### src/rtl/core/klp_pkg.sv
// ----------------------------------------------------------------------------
// Key long-press detector package
// Shared constants, message codes, controller states and the command and
// status structs that join the controller to the datapath.
// ----------------------------------------------------------------------------
package klp_pkg;

  // Number of keys tracked in the key table.
  localparam int unsigned NUM_KEYS = 32;
  // Width of a key index into the table.
  localparam int unsigned KEY_W = (NUM_KEYS > 1) ? $clog2(NUM_KEYS) : 1;
  // Width of the per-key round counter and of the threshold register.
  localparam int unsigned CNT_W = 4;
  // Width of the external key code field.
  localparam int unsigned CODE_W = 8;
  // Threshold value after reset.
  localparam logic [CNT_W-1:0] THR_RESET = CNT_W'(3);

  // Message kinds carried on the result port.
  typedef enum logic [1:0] {
    KIND_DOWN       = 2'd0,
    KIND_UP         = 2'd1,
    KIND_LONG_UP    = 2'd2,
    KIND_LONG_PRESS = 2'd3
  } msg_kind_e;

  // Controller states.
  typedef enum logic [1:0] {
    ST_IDLE,
    ST_EVENT,
    ST_SWEEP,
    ST_FLUSH
  } klp_state_e;

  // Commands from the controller to the datapath.
  typedef struct packed {
    logic accept;    // Request taken: latch the event and restart the sweep.
    logic event_en;  // Apply the latched event to its key entry.
    logic sweep_en;  // Visit one key entry of the sweep.
    logic flush_en;  // Release the held-back message as last of round.
  } klp_cmd_t;

  // Status from the datapath to the controller.
  typedef struct packed {
    logic sweep_last;  // The sweep is on its final key entry.
  } klp_stat_t;

endpackage

### src/rtl/core/key_long_press_detector_core.sv
// A request runs through an event step, a sweep of all 32 keys and a flush;
// busy is high during those steps and a new request is taken in the cycle after the flush.
// The core takes no new request while busy; the key table sweep visits one entry per cycle.
// A message strobes in the cycle after its successor is made; the last, in the cycle after flush.
// The receiver cannot stall; every strobe carries one message.
// Reset clears the key table, the controller and the threshold (to 3) at once.
// ----------------------------------------------------------------------------
// Key long-press detector core
// Top level: joins the sequencing controller to the key-table datapath.
// ----------------------------------------------------------------------------
module key_long_press_detector_core (
  input  logic                       clk_i,
  input  logic                       rst_ni,
  input  logic                       start,
  output logic                       busy,
  input  logic                       cfg_we_i,
  input  logic [klp_pkg::CNT_W-1:0]  cfg_wdata_i,
  input  logic                       event_valid_i,
  input  logic [4:0]                 event_type_i,
  input  logic [klp_pkg::CODE_W-1:0] key_code_i,
  input  logic [1:0]                 key_value_i,
  output logic                       result_valid_o,
  output logic [1:0]                 message_kind_o,
  output logic [klp_pkg::CODE_W-1:0] message_key_o,
  output logic                       last_of_round_o
);
  import klp_pkg::*;

  klp_cmd_t  cmd;
  klp_stat_t stat;

  // Controller.
  klp_ctrl u_ctrl (
    .clk_i  (clk_i),
    .rst_ni (rst_ni),
    .start  (start),
    .busy   (busy),
    .stat_i (stat),
    .cmd_o  (cmd)
  );

  // Datapath.
  klp_datapath u_datapath (
    .clk_i           (clk_i),
    .rst_ni          (rst_ni),
    .cmd_i           (cmd),
    .stat_o          (stat),
    .cfg_we_i        (cfg_we_i),
    .cfg_wdata_i     (cfg_wdata_i),
    .event_valid_i   (event_valid_i),
    .event_type_i    (event_type_i),
    .key_code_i      (key_code_i),
    .key_value_i     (key_value_i),
    .result_valid_o  (result_valid_o),
    .message_kind_o  (message_kind_o),
    .message_key_o   (message_key_o),
    .last_of_round_o (last_of_round_o)
  );

endmodule

### src/rtl/core/klp_ctrl.sv
// ----------------------------------------------------------------------------
// Key long-press detector controller
// Sequences one request through the event step, the key sweep and the final
// flush of the held-back message.
// ----------------------------------------------------------------------------
module klp_ctrl (
  input  logic              clk_i,
  input  logic              rst_ni,
  input  logic              start,
  output logic              busy,
  input  klp_pkg::klp_stat_t stat_i,
  output klp_pkg::klp_cmd_t  cmd_o
);
  import klp_pkg::*;

  klp_state_e state_q, state_d;

  // State register.
  always_ff @(posedge clk_i or negedge rst_ni) begin
    if (!rst_ni) begin
      state_q <= ST_IDLE;
    end else begin
      state_q <= state_d;
    end
  end

  // Next-state logic.
  always_comb begin
    state_d = state_q;
    case (state_q)
      ST_IDLE: begin
        if (start) begin
          state_d = ST_EVENT;
        end
      end
      ST_EVENT: begin
        state_d = ST_SWEEP;
      end
      ST_SWEEP: begin
        if (stat_i.sweep_last) begin
          state_d = ST_FLUSH;
        end
      end
      ST_FLUSH: begin
        state_d = ST_IDLE;
      end
      default: begin
        state_d = ST_IDLE;
      end
    endcase
  end

  // Output decode.
  always_comb begin
    cmd_o = '0;
    busy  = 1'b1;
    case (state_q)
      ST_IDLE: begin
        busy         = 1'b0;
        cmd_o.accept = start;
      end
      ST_EVENT: begin
        cmd_o.event_en = 1'b1;
      end
      ST_SWEEP: begin
        cmd_o.sweep_en = 1'b1;
      end
      ST_FLUSH: begin
        cmd_o.flush_en = 1'b1;
      end
      default: begin
        busy = 1'b1;
      end
    endcase
  end

endmodule

### src/rtl/core/klp_datapath.sv
// ----------------------------------------------------------------------------
// Key long-press detector datapath
// Holds the threshold register, the latched event, the per-key table, the
// sweep index, a one-deep message hold stage and the result register.
// ----------------------------------------------------------------------------
module klp_datapath (
  input  logic                           clk_i,
  input  logic                           rst_ni,
  input  klp_pkg::klp_cmd_t              cmd_i,
  output klp_pkg::klp_stat_t             stat_o,
  input  logic                           cfg_we_i,
  input  logic [klp_pkg::CNT_W-1:0]      cfg_wdata_i,
  input  logic                           event_valid_i,
  input  logic [4:0]                     event_type_i,
  input  logic [klp_pkg::CODE_W-1:0]     key_code_i,
  input  logic [1:0]                     key_value_i,
  output logic                           result_valid_o,
  output logic [1:0]                     message_kind_o,
  output logic [klp_pkg::CODE_W-1:0]     message_key_o,
  output logic                           last_of_round_o
);
  import klp_pkg::*;

  logic [CNT_W-1:0]  thr_q;
  logic              ev_hit_q;
  logic              ev_press_q;
  logic [KEY_W-1:0]  ev_key_q;
  logic [KEY_W-1:0]  idx_q;
  logic              held_q [NUM_KEYS];
  logic [CNT_W-1:0]  cnt_q  [NUM_KEYS];

  logic              pend_vld_q;
  msg_kind_e         pend_kind_q;
  logic [KEY_W-1:0]  pend_key_q;

  logic              out_vld_q;
  msg_kind_e         out_kind_q;
  logic [KEY_W-1:0]  out_key_q;
  logic              out_last_q;

  logic              ev_hit;
  logic [KEY_W-1:0]  addr;
  logic              rd_held;
  logic [CNT_W-1:0]  rd_cnt;
  logic              reached;
  logic              msg_vld;
  msg_kind_e         msg_kind;
  logic              emit_pend;

  // Threshold register.
  always_ff @(posedge clk_i or negedge rst_ni) begin
    if (!rst_ni) begin
      thr_q <= THR_RESET;
    end else if (cfg_we_i) begin
      thr_q <= cfg_wdata_i;
    end
  end

  // An event counts only if valid, not a sync event, and within the table.
  assign ev_hit = event_valid_i && (event_type_i != 5'd0)
                  && (key_code_i < CODE_W'(NUM_KEYS));

  always_ff @(posedge clk_i or negedge rst_ni) begin
    if (!rst_ni) begin
      ev_hit_q <= 1'b0;
    end else if (cmd_i.accept) begin
      ev_hit_q <= ev_hit;
    end
  end

  always_ff @(posedge clk_i) begin
    if (cmd_i.accept) begin
      ev_press_q <= (key_value_i != 2'd0);
      ev_key_q   <= key_code_i[KEY_W-1:0];
    end
  end

  // Sweep index restarts with every request.
  always_ff @(posedge clk_i or negedge rst_ni) begin
    if (!rst_ni) begin
      idx_q <= '0;
    end else if (cmd_i.accept) begin
      idx_q <= '0;
    end else if (cmd_i.sweep_en) begin
      idx_q <= idx_q + KEY_W'(1);
    end
  end

  assign stat_o.sweep_last = (idx_q == KEY_W'(NUM_KEYS - 1));

  // One table entry is read per cycle: the event key or the swept key.
  always_comb begin
    addr    = cmd_i.event_en ? ev_key_q : idx_q;
    rd_held = held_q[addr];
    rd_cnt  = cnt_q[addr];
    reached = (rd_cnt >= thr_q);
  end

  // Message produced in this cycle, if any.
  always_comb begin
    msg_vld  = (cmd_i.event_en && ev_hit_q) || (cmd_i.sweep_en && rd_held && reached);
    msg_kind = KIND_LONG_PRESS;
    if (cmd_i.event_en) begin
      if (ev_press_q) begin
        msg_kind = KIND_DOWN;
      end else if (reached) begin
        msg_kind = KIND_LONG_UP;
      end else begin
        msg_kind = KIND_UP;
      end
    end
  end

  // Key table update: events set or clear a key, the sweep counts held keys.
  always_ff @(posedge clk_i or negedge rst_ni) begin
    if (!rst_ni) begin
      for (int i = 0; i < NUM_KEYS; i++) begin
        held_q[i] <= 1'b0;
        cnt_q[i]  <= '0;
      end
    end else if (cmd_i.event_en && ev_hit_q) begin
      held_q[addr] <= ev_press_q;
      cnt_q[addr]  <= '0;
    end else if (cmd_i.sweep_en && rd_held && !reached) begin
      cnt_q[addr] <= rd_cnt + CNT_W'(1);
    end
  end

  // The newest message is held back until it is known whether it is the last.
  assign emit_pend = pend_vld_q && (msg_vld || cmd_i.flush_en);

  always_ff @(posedge clk_i or negedge rst_ni) begin
    if (!rst_ni) begin
      pend_vld_q <= 1'b0;
      out_vld_q  <= 1'b0;
    end else begin
      out_vld_q <= emit_pend;
      if (msg_vld) begin
        pend_vld_q <= 1'b1;
      end else if (cmd_i.flush_en) begin
        pend_vld_q <= 1'b0;
      end
    end
  end

  always_ff @(posedge clk_i) begin
    if (msg_vld) begin
      pend_kind_q <= msg_kind;
      pend_key_q  <= addr;
    end
    if (emit_pend) begin
      out_kind_q <= pend_kind_q;
      out_key_q  <= pend_key_q;
      out_last_q <= cmd_i.flush_en;
    end
  end

  // Result port.
  assign result_valid_o  = out_vld_q;
  assign message_kind_o  = out_kind_q;
  assign message_key_o   = CODE_W'(out_key_q);
  assign last_of_round_o = out_last_q;

`ifndef SYNTHESIS
  // A key that is not held always has a cleared counter.
  a_idle_cnt_zero: assert property (@(posedge clk_i) disable iff (!rst_ni)
    (cmd_i.event_en || cmd_i.sweep_en) && !rd_held |-> rd_cnt == '0)
    else $error("Released key has a non-zero round counter.");

  // The last message of a round is followed by a quiet cycle.
  a_last_then_quiet: assert property (@(posedge clk_i) disable iff (!rst_ni)
    out_vld_q && out_last_q |=> !out_vld_q)
    else $error("Result directly follows the last message of a round.");

  // The flush empties the hold stage.
  a_flush_empties: assert property (@(posedge clk_i) disable iff (!rst_ni)
    cmd_i.flush_en |=> !pend_vld_q)
    else $error("Hold stage still full after the flush.");

  // The sweep starts from the first key after the event step.
  a_sweep_starts_at_zero: assert property (@(posedge clk_i) disable iff (!rst_ni)
    cmd_i.event_en |-> idx_q == '0 && !pend_vld_q)
    else $error("Sweep index or hold stage not cleared at the event step.");
`endif

endmodule

### config.mk
export PLATFORM = sky130hd
export DESIGN_NAME = key_long_press_detector_core
export DESIGN_NICKNAME = d
export VERILOG_FILES = /design/src/rtl/core/klp_pkg.sv /design/src/rtl/core/key_long_press_detector_core.sv /design/src/rtl/core/klp_ctrl.sv /design/src/rtl/core/klp_datapath.sv
export SDC_FILE = /design/constraint.sdc
export NUM_CORES = 1
export LEC_CHECK = 0
export ABC_AREA = 1
export BUFFER_PORTS_ARGS = -buffer_cell sky130_fd_sc_hd__buf_4
export CELL_PAD_IN_SITES_DETAIL_PLACEMENT = 1
export CELL_PAD_IN_SITES_GLOBAL_PLACEMENT = 1
export CORE_MARGIN = 5
export CORE_UTILIZATION = 49
export DETAILED_ROUTE_END_ITERATION = 7
export HOLD_SLACK_MARGIN = 0.12
export PLACE_DENSITY_LB_ADDON = 0.08
export RECOVER_POWER = 50
export SLEW_MARGIN = 30
export SYNTH_ARGS = -nofsm -noshare
export SYNTH_HDL_FRONTEND = slang
export SYNTH_HIERARCHICAL = 1
export SYNTH_SLANG_ARGS = --single-unit
### constraint.sdc
create_clock -name clk_i -period 10.35 [get_ports clk_i]
set_input_delay 1.5525 -clock clk_i [delete_from_list [all_inputs] [get_ports clk_i]]
set_output_delay 1.5525 -clock clk_i [all_outputs]
set_load 0.005 [all_outputs]
==> results of run 1 <==
[power groups by stage]
stage / registers (mW) / clock network, mW / logic [mW]
floorplan: 1.06 / 0 / 1.48
finish: 1.08 / 0.699 / 2.30
global route: 1.10 / 0.746 / 2.50
detailed placement: 1.09 / 0 / 2.25
CTS: 1.08 / 0.712 / 2.28
global placement: 1.08 / 0 / 2.20
[metrics by stage]
step,hold slack [ns],power (mW)
final,0.425,4.08
after global routing,0.419,4.35
after CTS,0.418,4.07
after detailed placement,0.407,3.35
after global placement,0.400,3.28
after floorplan,0.400,2.54
[cells in the final DEF, fill, tap and decap left out, types with 2 or more instances in the layout]
master      count
nor3_1         13
edfxtp_1       21
clkbuf_8        4
nand3_1        36
clkbuf_16      18
dfrtp_1       172
clkbuf_1        2
nand2_2         7
inv_6           2
clkbuf_4       16
nor2_1         98
buf_4          26
o21ai_0        76
inv_2          32
o21ai_1        85
a21oi_1        15
inv_8           3
dfstp_2         2
inv_1         185
nand3b_1        6
a31oi_1         5
nor2_2          7
conb_1          3
nor3_2          5
nand2_1       618
nand4_1        33
clkinvlp_4      2
ha_1           12
[cells in the mapped netlist (7+ instances only)]
library cell / instances
nor3_1: 13
ha_1: 12
inv_1: 185
nor2_2: 7
edfxtp_1: 21
nand2_1: 619
clkbuf_1: 17
a21oi_1: 15
o21ai_0: 72
buf_4: 11
nand3_1: 36
inv_2: 32
o21ai_1: 86
dfrtp_1: 172
nand4_1: 33
nor2_1: 98
buf_2: 23
[how the worst max path moves through the flow]
stage,end,slack (ns),depth (start not counted)
after CTS,u_datapath/cnt_q[36]$_DFFE_PN0P_,3.95,25
after detailed placement,u_datapath/cnt_q[36]$_DFFE_PN0P_,4.03,25
final,u_datapath/cnt_q[36]$_DFFE_PN0P_,2.79,23
after global routing,u_datapath/cnt_q[44]$_DFFE_PN0P_,2.36,23
after floorplan,u_datapath/last_of_round_o$_DFFE_PP_,6.69,28
after global placement,u_datapath/cnt_q[56]$_DFFE_PN0P_,4.33,25
[cell type report]
cell class	instances	area (um2)	share of cell area, %
inverters	217	815	7.05
clock inverters	10	110	0.953
flip-flops and latches	195	4990	43.2
multi-input cells	1026	4460	38.6
repair buffers	45	334	2.89
clock buffers	22	505	4.37
well taps	275	344	2.98
[per-layer routing]
layer,global-route usage (%),wire length [um]
met5,0,0
met4,8.35,739
met3,4.84,2260
met2,50.7,17100
met1,39.2,15100
[cells by family after synthesis]
family	count (synthesis)	synth area share, %
other	1	0.0354
AO/OA/AOI/OAI	183	8.88
flip-flops	195	47.1
multiplexers	1	0.106
adder cells (fa/ha/maj)	12	1.42
AND/OR/NAND/NOR	827	31.7
buffers and inverters	277	10.7
[sequential cells by signal, summed over array words and instances (netlist names)]
register and count:
u_datapath/ev_key_q 5, u_datapath/pend_key_q 5, u_datapath/held_q 32, u_datapath/thr_q 4, u_datapath/message_kind_o 2, u_datapath/pend_kind_q 2, u_datapath/last_of_round_o 1, u_datapath/pend_vld_q 1
u_ctrl/state_q 2, u_datapath/idx_q 5, u_datapath/cnt_q 128, u_datapath/ev_hit_q 1, u_datapath/result_valid_o 1, u_datapath/ev_press_q 1, u_datapath/out_key_q 5
[worst max-delay path: cells and delay by family (launching register included)]
kind | cells | cell delay, ns
compound gates | 5 | 2.81
simple gates | 12 | 2.38
flops | 1 | 0.40
fa+ha+maj | 2 | 0.55
buf+inv | 4 | 1.19
==> summary.md, run 1 <==
| Metric | Value |
|---|---|
| Gr usage total | 29.6% |
| Starting density of the core | 50.0% |
| Main flop type after synthesis | dfrtp_1 |
| First-pass GRT wire length | 56500 um |
| CP Class | reg -> reg |
| CTS Hold Bufs | 0 |
| Violated checks | capacitance limit, slew limit |
| Reg2reg path depth | 23 |
| Synth Instances | 1496 |
| Post CTS Setup Buffer Count | 0 |
| Clock Latency Late Sink | 0.44 ns |
| Max-Cap Viols | 2 |
| Clock input transition at the sequential cells of the worst setup and hold paths | about 0.08 ns |
| Crit-path cells | inv_1 > ha_1 > o21ai_0 > buf_4 > nor2_1 > nand2_1 > nand2_1 > o21ai_0 > nand2_1 > nor2_1 > nand2_1 > inv_2 > ha_1 > nor2_1 > o21ai_0 > nand2_1 > a31oi_1 > nand4_2 > buf_4 > nand2_2 > nand2_1 > nand2_1 > o21ai_1 |
| Post-synthesis cell type count | 33 |
| Hold WC Path Type | reg -> reg |
| DIE HEIGHT | 157 um |
| Diode count | 0 |
| Area delta synth->final | 9.21% |
| Placed cell area | 11000 um2 |
| Actual slew at the worst max-slew pin | a little over 5 ns |
| Final Util | 54.6% |
| Die ar. | 24600 um2 |
| Max_slew headroom | -237% |
| Sequential element share of the synthesized area | a little under half |
| # rows | 53 |
| Non-Filler Instances | 1790 |
| Final Cell Area | roughly 12000 um2 |
| Worst EP arrival | 7.83 ns |
| Remaining DRCs | 0 |
| Post-synth ARST share | between 80 and 90% |
| Die W | 157 um |
| # H-tree levels | 4 |
| I/O Buffers | 33 |
| Root Buffer | clkbuf_16 |
| Mapped Area | 10600 um2 |
| LEAKAGE | 5.57 nW |
| Final setup fails | 0 |
| Final Max Slew Viols | 110 |
| Flop-to-flop setup slack | 2.79 ns |
| Hpwl dp | 22700 um |
| Antenna viol nets, final | 0 |
| Vias/cell | 5.50 |
| Switch Pwr | 2.21 mW |
| WP data required | 10.62 ns |
| Nets@finish | approximately 1500 |
| Fill cell count | 2769 |
| Routed vias | 9845 |
| Crit path launch type | flop |
| I/O pin total | 37 |
| Reg2reg end | u_datapath/cnt_q[36]$_DFFE_PN0P_ |
| Top cell by count, worst path | nand2_1 |
| Flop pwr share | 26.5% |
| Inserted Clock Buffers | 17 |
| Crit path max-delay cell type | o21ai_0 |
| Min Tclk post-route | 7.56 ns |
| Worst hold stages | 0 |
| Total grt overflow | 0 |
| Min-delay src | u_datapath/pend_key_q[0]$_DFFE_PP_ |
| Cts repair resizes | 0 |
| Status | finished with violations |
| CP Launch Point | u_ctrl/state_q[1]$_DFFE_PN0P_ |
| Final hold violation count | 0 |
| Internal power | 1.87 mW |
| Fin Clk Skew | approximately 0.011 ns |
| CTS sink cnt | 195 |
| Synth top area share | 40.7% |
| Pre-CTS setup slack | just over 4 ns |
| Avg Cell Area, Syn | 7.07 um2 |
| Share of cells above drive strength 1 | 8.71% |
| CTS tree | done |
| Initial antenna violation count | 0 |
| Final estimated routing congestion in global placement | 0.836 |
| Logic gate share of total power | between 50% and 60% |
| RSZ-0062 raised after global routing | no |
| Area contributors post-synth | dfrtp_1 (41%), nand2_1 (22%), inv_1 (6.6%) |
| Max incr delay on CP | 1.88 ns |
| Final period util | 73.1% |
| Final worst-path setup slack | roughly 2.8 ns |
| R2r startpoint | u_ctrl/state_q[1]$_DFFE_PN0P_ |
| Pin count of the biggest net entering global routing | 94 |
| DRT iter0 DRCs | roughly 730 |
| Synth Warn # | 6 |
| Total wire length | 35200 um |
| Via count of the first global-routing pass | 10350 |
| CP Capture Type | flop |
| Sw frac | 54.2% |
| Wire per inst | 19.7 um |
| Yosys reg bits | about 200 |
| Pre-antenna DRT Iters | 5 |
| Setup TNS | 0 ns |
| PwrDens | 353 nW/um2 |
| Min-Delay Endpoint | u_datapath/out_key_q[0]$_DFFE_PP_ |
| Cell accounting for the most synthesized area | dfrtp_1 |
| Clock share of power | roughly 17% |
| Number of flops mapped to enable cells by yosys | 21 |
| Cells after DPL | between 1500 and 2000 |
| Core Area | 21200 um2 |
| Max Fclk | 132 MHz |
| Max IR drop VDD | around 260 uV |
| Deepest clock path buffer count | 2 |
| CP Max Fanout | 33 |
Power figures use the tool's default switching activity.
==> run 2: changes to the inputs <==
--- a/config.mk
+++ b/config.mk
@@ -5,12 +5,12 @@
 export SDC_FILE = /design/constraint.sdc
 export NUM_CORES = 1
 export LEC_CHECK = 0
-export ABC_AREA = 1
+export ABC_AREA = 0
 export BUFFER_PORTS_ARGS = -buffer_cell sky130_fd_sc_hd__buf_4
 export CELL_PAD_IN_SITES_DETAIL_PLACEMENT = 1
 export CELL_PAD_IN_SITES_GLOBAL_PLACEMENT = 1
 export CORE_MARGIN = 5
-export CORE_UTILIZATION = 49
+export CORE_UTILIZATION = 45
 export DETAILED_ROUTE_END_ITERATION = 7
 export HOLD_SLACK_MARGIN = 0.12
 export PLACE_DENSITY_LB_ADDON = 0.08
==> constraint.sdc (replaced) <==
create_clock -name clk_i -period 6.62 [get_ports clk_i]
set_input_delay 0.993 -clock clk_i [delete_from_list [all_inputs] [get_ports clk_i]]
set_output_delay 0.993 -clock clk_i [all_outputs]
set_load 0.005 [all_outputs]
==> run 2 against run 1 <==
  * The flow still finishes with violations (capacitance limit, slew limit)
  * Utilization down 4.4 points
  * Die area down 2.1%
  * Clock skew up 0.0032 ns
  * Sequential share of layout area up 4.4 points
  * Worst setup slack worse by 1.6 ns
  * Non-clock buffer count up 3
  * Sequential power up 55%
  * Flip-flop and latch count unchanged
  * Clock-buffer cell count down 4
  * Critical path type unchanged
==> summary.md, run 2 <==
| Metric | Value |
|---|---|
| CTS tree | done |
| Clock input transition at the sequential cells of the worst setup and hold paths | 0.08 ns (about the same) |
| Fill cell count | 2271 (-18%) |
| Compound-gate portion of the synthesized area | 18.5% (+9.6 points) |
| CP Class | reg -> reg |
| Max_slew headroom | -75.1% (+160 points) |
| Post-synth top cells | o21ai_0 (236), dfrtp_1 (172), nand2_1 (75) |
| Final setup fails | 0 (unchanged) |
| Hpwl dp | 17300 um (-24%) |
| Final Max Slew Viols | 75 (-32%) |
| Wire per inst | 22.5 um (+14%) |
| Post-synth ARST share | 89.2% (unchanged) |
| Largest family of logic cells by synthesized area | compound AO/OA/AOI/OAI gates |
| Root Buffer | clkbuf_16 |
| Multiplexer area fraction after synthesis | 14.5% (+14 points) |
| Min Hold Slack | 0.427 ns (+0.00218 ns) |
| Pin count of the biggest net entering global routing | 129 (+37%) |
| I/O Buffers | 33 (unchanged) |
| CP Max Fanout | 58 (+76%) |
| CTS Hold Bufs | 0 (unchanged) |
| Vias/cell | 5.99 (+8.9%) |
| Synth Instances | 863 (-42%) |
| Deepest clock path buffer count | 2 (unchanged) |
| Inserted Clock Buffers | 17 (unchanged) |
| Post-synthesis cell type count | 67 (+100%) |
| PwrDens | 451 nW/um2 (+28%) |
| Final estimated routing congestion in global placement | 0.861 (+3.0%) |
| Initial antenna violation count | 0 (unchanged) |
| Final period util | 82.5% (+9.4 points) |
| Starting density of the core | 45.5% (-4.5 points) |
| Synth top area share | 45.3% (+4.6 points) |
| Total wire length | 26200 um (-26%) |
| FF+latch area | 4990 um2 (unchanged) |
| Avg Cell Area, Syn | 11.0 um2 (+56%) |
| Area contributors post-synth | dfrtp_1 (45%), o21ai_0 (12%), edfxtp_1 (6.6%) |
| Remaining DRCs | 0 (unchanged) |
| First-pass GRT wire length | 42900 um (-24%) |
| Non-Filler Instances | 1164 (-35%) |
| Die W | 155 um (-1.1%) |
| Cell accounting for the most synthesized area | dfrtp_1 |
| Area delta synth->final | 10.4% |
| Share of cells above drive strength 1 | 20.7% (+12 points) |
| Total grt overflow | 0 (unchanged) |
| Sequential element share of the synthesized area | 52.5% (+5.4 points) |
| Flop-to-flop setup slack | 1.16 ns (-1.63 ns) |
| LEAKAGE | 4.49 nW (-19%) |
| Routed vias | 6971 (-29%) |
| Max Fclk | 183 MHz (+39%) |
| Most common cell after layout, fill and taps aside | o21ai_0 |
| Synth Warn # | 6 (unchanged) |
| Diode count | 0 (unchanged) |
| Hold WC Path Type | reg -> reg |
| Antenna viol nets, final | 0 (unchanged) |
| Number of flip-flops in the largest register | 128 (unchanged) |
| I/O pin total | 37 (unchanged) |
| Nets@finish | 912 (-41%) |
| Post CTS Setup Buffer Count | 0 (unchanged) |
| Final hold violation count | 0 (unchanged) |
| Main flop type after synthesis | dfrtp_1 |
| Area of the multi-input gates | 4120 um2 (-7.5%) |
| Most frequent cells in the layout | o21ai_0 (236), dfrtp_1 (172), nand2_1 (73) |
| Final Cell Area | 10500 um2 (-9.3%) |
| Max IR drop VDD | 243 uV (-6.1%) |
| Cts repair resizes | 0 (unchanged) |
| WP data required | 6.98 ns (-3.64 ns) |
| Yosys reg bits | 195 (unchanged) |
| # H-tree levels | 4 (unchanged) |
| Actual slew at the worst max-slew pin | 2.63 ns (-2.43 ns) |
| Number of flops mapped to enable cells by yosys | 21 (unchanged) |
| Min Tclk post-route | 5.46 ns (-2.10 ns) |
| Via count of the first global-routing pass | 7625 (-26%) |
| DRT iter0 DRCs | 487 (-33%) |
| Count leader, synth | o21ai_0 |
| Clock Latency Late Sink | 0.45 ns (about the same) |
| Simple-gate share of the synthesized area | 8.18% (-24 points) |
| Fin Clk Skew | 0.0139 ns (+0.00325 ns) |
| Pre-antenna DRT Iters | 5 (unchanged) |
| Biggest register | u_datapath/cnt_q |
| Die ar. | 24100 um2 (-2.1%) |
| CP Capture Type | flop |
| DIE HEIGHT | 155 um (-1.1%) |
| RSZ-0062 raised after global routing | no |
| Top flop regs | u_datapath/cnt_q x128, u_datapath/held_q x32 |
| Cells after DPL | 1130 (-36%) |
| Crit path launch type | flop |
| Core Area | 20900 um2 (-1.3%) |
| Max-Cap Viols | 2 (unchanged) |
| Post-synthesis adder-cell area fraction | 1.58% (+0.16 points) |
| Status | finished with violations |
| Synth Area in XOR/XNOR | 0.369% (+0.37 points) |
| Mapped Area | 9500 um2 (-10%) |
| Worst EP arrival | 5.82 ns (-2.01 ns) |
| Placed cell area | 9870 um2 (-10%) |
| CTS sink cnt | 195 (unchanged) |
| Violated checks | capacitance limit, slew limit |
| # rows | 53 (unchanged) |
| Gr usage total | 22.7% (-7.0 points) |
| Setup TNS | 0 ns (unchanged) |
[run 2: per-layer routing]
metal | part of all wire, % | GRT usage [%] | wire length, um | vias to the layer above
met5 | 0 | 0 | 0 | -
met4 | 1.6 | 6.59 | 423 | 0
met3 | 3.6 | 4.06 | 954 | 34
met2 | 50 | 38.7 | 13200 | 127
met1 | 44 | 29.7 | 11600 | 3651
li1 | - | - | - | 3159
[run 2: cell families (layout without fill, tap and decap cells)]
family | count (synthesis) | after routing
adder cells (fa/ha/maj) | 12 | 12
XOR/XNOR | 4 | 4
buffers and inverters | 70 | 94
multiplexers | 112 | 112
flip-flops | 195 | 195
AND/OR/NAND/NOR | 161 | 161
other | 1 | 3
AO/OA/AOI/OAI | 308 | 308
[run 2: area by class of cell]
type                            count  area share [%]
Sequential cell                   195            47.6
Multi-Input combinational cell    600            39.3
Clock buffer                       18            4.19
Timing Repair Buffer               48            3.52
Tap cell                          275            3.28
Clock inverter                     14            1.60
Inverter                           14           0.525
[run 2: path summary, 6_finish.rpt]
| check | depth (start not counted) | endpoint | start |
|---|---|---|---|
| worst min-delay path | 0 | u_datapath/out_key_q[0]$_DFFE_PP_ | u_datapath/pend_key_q[0]$_DFFE_PP_ |
| worst max-delay path | 18 | u_datapath/cnt_q[31]$_DFFE_PN0P_ | u_ctrl/state_q[1]$_DFFE_PN0P_ |
| worst min register to register | 0 | u_datapath/out_key_q[0]$_DFFE_PP_ | u_datapath/pend_key_q[0]$_DFFE_PP_ |
| min in group asynchronous | 1 | u_datapath/pend_vld_q$_DFFE_PN0P_ | rst_ni |
| max in group asynchronous | 3 | u_datapath/cnt_q[110]$_DFFE_PN0P_ | rst_ni |
| worst max register to register | 18 | u_datapath/cnt_q[31]$_DFFE_PN0P_ | u_ctrl/state_q[1]$_DFFE_PN0P_ |
[run 2: per-stage QoR]
step | setup slack, ns | power [mW] | utilization [%]
3_5_place_dp | 1.22 | 3.67 | 47.2
6_report | 1.16 | 4.73 | 50.2
5_1_grt | 0.536 | 5.02 | 50.2
2_1_floorplan | 2.26 | 3.11 | -
4_1_cts | 1.17 | 4.77 | 50.1
3_3_place_gp | 1.27 | 3.57 | 47.2
[run 2: worst max-delay path: stages (launching register included)]
cell	delay (ns)
dfrtp_1	0.43
inv_1	0.13
ha_1	0.25
mux2i_4	0.57
inv_4	0.47
mux4_2	0.43
a2111oi_2	0.43
nand2_1	0.18
nor2_4	0.15
ha_1	0.24
nand2b_1	0.14
a21o_1	0.17
a21o_1	0.18
a21oi_1	0.22
nand2_1	0.15
nor3_1	0.35
mux2i_4	0.34
buf_4	0.34
o21ai_1	0.15
[run 2: where the power goes]
| group | internal [mW] | switching, mW |
|---|---|---|
| logic | 0.652 | 1.33 |
| clock network | 0.579 | 0.503 |
| registers | 1.50 | 0.166 |
| total | 2.74 | 2.00 |
